$ cat src/rtl/csc_pkg.sv
`timescale 1ns / 1ps
// Shared constants and types for the circle versus quad collision pipeline.
package csc_pkg;

    localparam int VERTEX_COUNT = 4;
    localparam int AXIS_COUNT   = VERTEX_COUNT + 1;
    localparam int IDX_WIDTH    = $clog2(VERTEX_COUNT);
    localparam int RADIUS_WIDTH = 15;
    localparam int AXIS_WIDTH   = 16;
    localparam int AXIS_FRAC    = 15;
    localparam int NORM_WIDTH   = 16;
    localparam int DIV_STEPS    = 30;
    localparam int QUOT_WIDTH   = DIV_STEPS + 1;
    localparam int SQRT_BITS    = 15;

    // Pipeline depths of the units.
    localparam int NEAR_LAT = 4;
    localparam int AXIS_LAT = 4 + (DIV_STEPS + 1) + SQRT_BITS + 1;
    localparam int PROJ_LAT = 4;

    typedef logic [IDX_WIDTH-1:0]         vidx_t;
    typedef logic signed [AXIS_WIDTH-1:0] axis_comp_t;

endpackage

$ cat src/rtl/csc_nearest.sv
`timescale 1ns / 1ps
// Pipelined search for the vertex nearest to the circle center.
module csc_nearest #(
    parameter int COORD_WIDTH = 16
) (
    input  logic                          clk,
    input  logic                          en,
    input  logic signed [COORD_WIDTH-1:0] vx [0:csc_pkg::VERTEX_COUNT-1],
    input  logic signed [COORD_WIDTH-1:0] vy [0:csc_pkg::VERTEX_COUNT-1],
    input  logic signed [COORD_WIDTH-1:0] cx,
    input  logic signed [COORD_WIDTH-1:0] cy,
    output csc_pkg::vidx_t                near
);
    import csc_pkg::*;

    localparam int W = COORD_WIDTH;

    logic signed [W:0]   dfx [0:VERTEX_COUNT-1];
    logic signed [W:0]   dfy [0:VERTEX_COUNT-1];
    logic [W-1:0]        mx_reg [0:VERTEX_COUNT-1];
    logic [W-1:0]        my_reg [0:VERTEX_COUNT-1];
    logic [2*W-1:0]      sqx_reg [0:VERTEX_COUNT-1];
    logic [2*W-1:0]      sqy_reg [0:VERTEX_COUNT-1];
    logic [2*W:0]        dist_reg [0:VERTEX_COUNT-1];
    logic [2*W:0]        best_a;
    logic [2*W:0]        best_b;
    vidx_t               idx_a;
    vidx_t               idx_b;
    vidx_t               near_reg;
    vidx_t               near_next;

    always_comb
    begin
        for (int i = 0; i < VERTEX_COUNT; i++)
        begin
            dfx[i] = (W+1)'(cx) - (W+1)'(vx[i]);
            dfy[i] = (W+1)'(cy) - (W+1)'(vy[i]);
        end
    end

    // Ties keep the lower index, since the left operand always has it.
    always_comb
    begin
        best_a = dist_reg[0];
        idx_a  = vidx_t'(0);
        if (dist_reg[1] < dist_reg[0])
        begin
            best_a = dist_reg[1];
            idx_a  = vidx_t'(1);
        end
        best_b = dist_reg[2];
        idx_b  = vidx_t'(2);
        if (dist_reg[3] < dist_reg[2])
        begin
            best_b = dist_reg[3];
            idx_b  = vidx_t'(3);
        end
        near_next = (best_b < best_a) ? idx_b : idx_a;
    end

    always_ff @(posedge clk)
    begin
        if (en)
        begin
            for (int i = 0; i < VERTEX_COUNT; i++)
            begin
                mx_reg[i]   <= dfx[i][W] ? W'(-dfx[i]) : W'(dfx[i]);
                my_reg[i]   <= dfy[i][W] ? W'(-dfy[i]) : W'(dfy[i]);
                sqx_reg[i]  <= mx_reg[i] * mx_reg[i];
                sqy_reg[i]  <= my_reg[i] * my_reg[i];
                dist_reg[i] <= (2*W+1)'(sqx_reg[i]) + (2*W+1)'(sqy_reg[i]);
            end
            near_reg <= near_next;
        end
    end

    assign near = near_reg;

endmodule

$ cat config.mk
export PLATFORM = sky130hd
export DESIGN_NAME = csc_nearest
export DESIGN_NICKNAME = d
export VERILOG_FILES = /design/src/rtl/csc_pkg.sv /design/src/rtl/csc_nearest.sv
export SDC_FILE = /design/constraint.sdc
export NUM_CORES = 2
export LEC_CHECK = 0
export BUFFER_PORTS_ARGS = -buffer_cell sky130_fd_sc_hd__buf_2
export CAP_MARGIN = 20
export CORE_ASPECT_RATIO = 0.75
export CORE_UTILIZATION = 48
export DETAILED_ROUTE_END_ITERATION = 16
export PLACE_DENSITY = 0.69
export SLEW_MARGIN = 20
export SYNTH_ARGS = -nofsm -noshare
export SYNTH_HDL_FRONTEND = slang
export SYNTH_SLANG_ARGS = --single-unit
$ cat constraint.sdc
create_clock -name clk -period 10.78 [get_ports clk]
set_clock_uncertainty 0.1 [all_clocks]
set_input_delay 1.078 -clock clk [delete_from_list [all_inputs] [get_ports clk]]
set_output_delay 1.078 -clock clk [all_outputs]
set_load 0.02 [all_outputs]
**Word level (Yosys, flattened, before mapping)**

Memory sizes are Yosys's and may differ from the RTL's.
Cells that the tools add are included.

- Input bits: 162
- Output and inout bits: 2
- Flip-flop bits (word level): 2
- Word-level logic and storage cells: 52
- Memories: 5
- Memory bits (writable): 516

Memories:

| memory | depth | bits a word | read ports | clocked after Yosys merged registers in | write ports | RTL line | RTL |
|---|---|---|---|---|---|---|---|
| dist_reg | 4 | 33 | 4 | 0 | 4 | csc_nearest.sv:24 | `logic [2*W:0] dist_reg [0:VERTEX_COUNT-1];` |
| sqx_reg | 4 | 32 | 4 | 0 | 4 | csc_nearest.sv:22 | `logic [2*W-1:0] sqx_reg [0:VERTEX_COUNT-1];` |
| sqy_reg | 4 | 32 | 4 | 0 | 4 | csc_nearest.sv:23 | `logic [2*W-1:0] sqy_reg [0:VERTEX_COUNT-1];` |
| mx_reg | 4 | 16 | 4 | 0 | 4 | csc_nearest.sv:20 | `logic [W-1:0] mx_reg [0:VERTEX_COUNT-1];` |
| my_reg | 4 | 16 | 4 | 0 | 4 | csc_nearest.sv:21 | `logic [W-1:0] my_reg [0:VERTEX_COUNT-1];` |

- Magnitude comparators: 3
- Multipliers: 8
- $add $sub $neg: 20
- Muxes and demuxes: 15

Operators by type and width:

| cell | number |
|---|---|
| $mul A16 B16 Y32 | 8 |
| $sub A16 B16 Y17 | 8 |
| $add A32 B32 Y33 | 4 |
| $mux W16 | 8 |
| $neg A16 Y16 | 8 |
| $lt A33 B33 Y1 | 3 |
| $mux W33 | 2 |
| $mux W1 | 4 |
| $mux W2 | 1 |

**Logic depth before layout (Yosys ltp)**

An unclocked memory read counts as a cell.

- Depth in word-level cells: 5
- Mapped depth: 27
- Mapped depth without buffers: 25

**Least setup slack after synthesis**

OpenSTA, ideal clock, no wires.

- Path kind: register to register
- Start: memory my_reg[0][6] (netlist name)
- End: memory sqy_reg[0][29] (netlist name) (data pin)
- Stages on the path, launching flop included: 25
- Arrival time: 6.419 ns
- Library setup time: 0.152 ns
- Path slack: 4.109 ns
- Buffers on the path: 1
- Clock period less this slack: 6.671 ns
- Data required time: 10.528 ns
- Path through: edfxtp_1 clkbuf_1 nand2_1 fa_1 inv_1 fa_1 inv_1 fa_1 inv_1 fa_1 fa_1 inv_1 fa_1 inv_1 ha_1 a21o_1 a21o_1 a21oi_1 o21ai_0 a2111o_1 o41a_1 a41oi_2 a21oi_1 or4b_1 o21ai_0

RTL lines:

| what | RTL line |
|---|---|
| start, declared | csc_nearest.sv:21 |
| end, declared | csc_nearest.sv:23 |

==> results.toml <==
[status]
run_status = "complete, no violations"

[clocking]
clock_latency_ns = 0.67
cts_buffer_depth = 3
root_buffer = "clkbuf_16"
cts_tree = "built"
cts_resized = 0
path_clk_slew_ns = 0.06
clock_sinks = 510
post-cts-setup-buffers = 0
numCtsBuffers = 57
cts-htree-levels = 2
postCtsHoldBufs = 0

[routing]
wl_per_cell_um = 18.45
drc = 0
vias = 63669
drtIter0Drc = 4839
ant_nets = 0
vias_per_cell = 5.349
routed_wl_mm = 219.6
firstDrtPassIters = 5

[setup_path]
rr_worst_depth = 21
r2r-end = "sqx_reg[2][29]"
crit_slowest_cell = "edfxtp_1"
r2r_start = "mx_reg[2][4]"
cp.arrival_ns = 7.70
r2r_setup_slack_ns = 3.40
startpoint_type = "flip-flop"
worst-path-buf-inv = 4
crit_top_cell = "fa_1"
critical_path_required_ns = 11.10
worstPathMaxFanout = 18
end_kind = "flip-flop"
worstSetupPathType = "reg2reg"
crit_family = "adder cells"
worstPathCellList = "nand2_1 -> fa_1 -> inv_1 -> fa_1 -> ha_1 -> inv_1 -> fa_1 -> fa_1 -> inv_1 -> fa_1 -> ha_1 -> o21ai_0 -> inv_1 -> a21oi_1 -> o31ai_1 -> a211oi_1 -> a21oi_1 -> o21ai_0 -> nor3_1 -> o41ai_1 -> xnor2_1"
critPathMaxStageDelay_ns = 0.94

[global_route]
grt_pass1_vias = 65875
grt.total_usage_pct = 24.01
grt_pass1_wl_mm = 357.4
grt-ovfl-total = 0
antenna_found_initial = 12
grt_max_degree = 175

[layout]
drive_gt1_share_pct = 4.163
fillers = 16585
nets = 12077
multi_input_area_um2 = 64600
ff_latch_area_um2 = 15310
largest_reg_flops = 132
syn2layout_area_growth_pct = 5.863

[synth]
synth_top_area_share_pct = 29.35
synth_fp_nets = 12028
netlist_instances = 9394
ys.flop_type = "edfxtp_1"
yosysUniqueCellTypes = 84
postSynthAreaPerCell_um2 = 9.475
synthTopCellsByArea = "fa_1 (29%), edfxtp_1 (17%), ha_1 (16%)"
synth_edf_count = 510
synthArstFlopShare_pct = 0
synth-seq-cells = 510
yosysTopAreaCell = "fa_1"
syn_area_um2 = 89010
yosysWarnings = 0
synth.yosys.seq_area_share_pct = 17.21

[sta]
finalCriticalPeriod_ns = 7.380
maxSlewViolCount = 0
slew_headroom_pct = 16.35
hold_viol = 0
fmax_mhz = 135.5
finalSetupTns_ns = 0
period_share_pct = 68.46
final-setup-viol-count = 0
tightest_slew_ns = 1.255
rsz0062_at_grt = "no"

[min_path]
hold_end = "dist_reg[3][2]"
hold_path_startpoint = "sqy_reg[3][2]"
hold_depth = 1
hp-class = "reg2reg"

[place]
routabilityCongestion = 0.9356
hpwl_mm = 184.8
port_buffers = 163

[die]
rows = 136
core_region_area_um2 = 183800
io_pins = 164
die_width_um = 499.2
die_h_um = 374.9
fp.dieArea_um2 = 187200
start_util_pct = 48.43

[job]
cap_violations = 0
==> per-layer routing <==
| metal | up-vias | global-route usage (%) | part of all wire, % | routed length (µm) |
|---|---|---|---|---|
| li1 | 29944 | - | - | - |
| met1 | 31653 | 37.32 | 49 | 106600 |
| met2 | 1881 | 36.24 | 43 | 95160 |
| met3 | 187 | 2.785 | 6.8 | 14900 |
| met4 | 4 | 3.645 | 1.3 | 2933 |
| met5 | - | 0 | 0.010 | 23 |
==> final cells by class <==
type | instances | area share, %
antenna | 1 | 0.002656
clock buffer | 65 | 1.568
clock inverter | 39 | 0.4595
inverter | 2244 | 8.939
multi-input combinational | 6454 | 68.56
sequential | 510 | 16.25
tap | 2415 | 3.207
timing repair buffer | 176 | 1.015
==> cell usage in the layout, fill, tap and decap left out, types with 189 or more instances in the layout <==
cell type and count:
inv_1 2244, nor2_1 458, edfxtp_1 510, a21oi_1 381, o21ai_0 189, xnor2_1 419
nand2_1 769, ha_1 1167, fa_1 1305, and2_1 335, a21o_1 226
==> stage by stage <==
| stage | setup WS [ns] | instances | hold WS [ns] | util [%] | cell area, µm² |
|---|---|---|---|---|---|
| 6_report | 3.400 | 11904 | 0.4343 | 51.27 | 94220 |
| 4_1_cts | 3.498 | 11902 | 0.4366 | 51.25 | 94190 |
| 5_1_grt | 3.020 | 11903 | 0.4578 | 51.27 | 94220 |
| 3_5_place_dp | 3.528 | 11798 | 0.4245 | 50.22 | 92280 |
| 2_1_floorplan | 4.109 | 9394 | 0.3538 | - | 89010 |
| 3_3_place_gp | 3.704 | 11798 | 0.4236 | 50.21 | 92280 |
==> cell families after synthesis <==
family	after synthesis	share of synthesized area (%)
multiplexers	55	0.6832
adder cells (fa/ha/maj)	2472	45.76
AND/OR/NAND/NOR	2105	11.24
AO/OA/AOI/OAI	1244	9.173
flip-flops	510	17.21
buffers and inverters	2430	10.25
XOR/XNOR	578	5.688
==> cells in the mapped netlist (all sizes together) (84+ instances only) <==
cell type and n:
inv 2244, fa 1305, ha 1167, nand2 769, edfxtp 510, nor2 458
xnor2 419, a21oi 383, and2 336, a21o 226, o21ai 198, clkbuf 180
xor2 159, nor2b 88, nor3 84
==> worst max-delay path by stage <==
| stage | startpoint | end | slack, ns | cells after the start |
|---|---|---|---|---|
| 2_1_floorplan | my_reg[0][6] | sqy_reg[0][29] | 4.11 | 24 |
| 3_3_place_gp | mx_reg[2][3] | sqx_reg[2][29] | 3.70 | 23 |
| 3_5_place_dp | mx_reg[2][4] | sqx_reg[2][29] | 3.53 | 21 |
| 4_1_cts | mx_reg[2][4] | sqx_reg[2][29] | 3.50 | 21 |
| 5_1_grt | mx_reg[2][4] | sqx_reg[2][29] | 3.02 | 21 |
| 6_report | mx_reg[2][4] | sqx_reg[2][29] | 3.40 | 21 |
==> worst reg2reg max path: stages (launching register included) <==
cell	delay, ns
edfxtp_1	0.94
nand2_1	0.18
fa_1	0.58
inv_1	0.07
fa_1	0.55
ha_1	0.14
inv_1	0.05
fa_1	0.48
fa_1	0.55
inv_1	0.06
fa_1	0.50
ha_1	0.33
o21ai_0	0.12
inv_1	0.08
a21oi_1	0.32
o31ai_1	0.14
a211oi_1	0.63
a21oi_1	0.23
o21ai_0	0.39
nor3_1	0.17
o41ai_1	0.42
xnor2_1	0.11
Power is not shown: default switching activity piles up to over one toggle a cycle in this logic, so the estimate is an artifact.
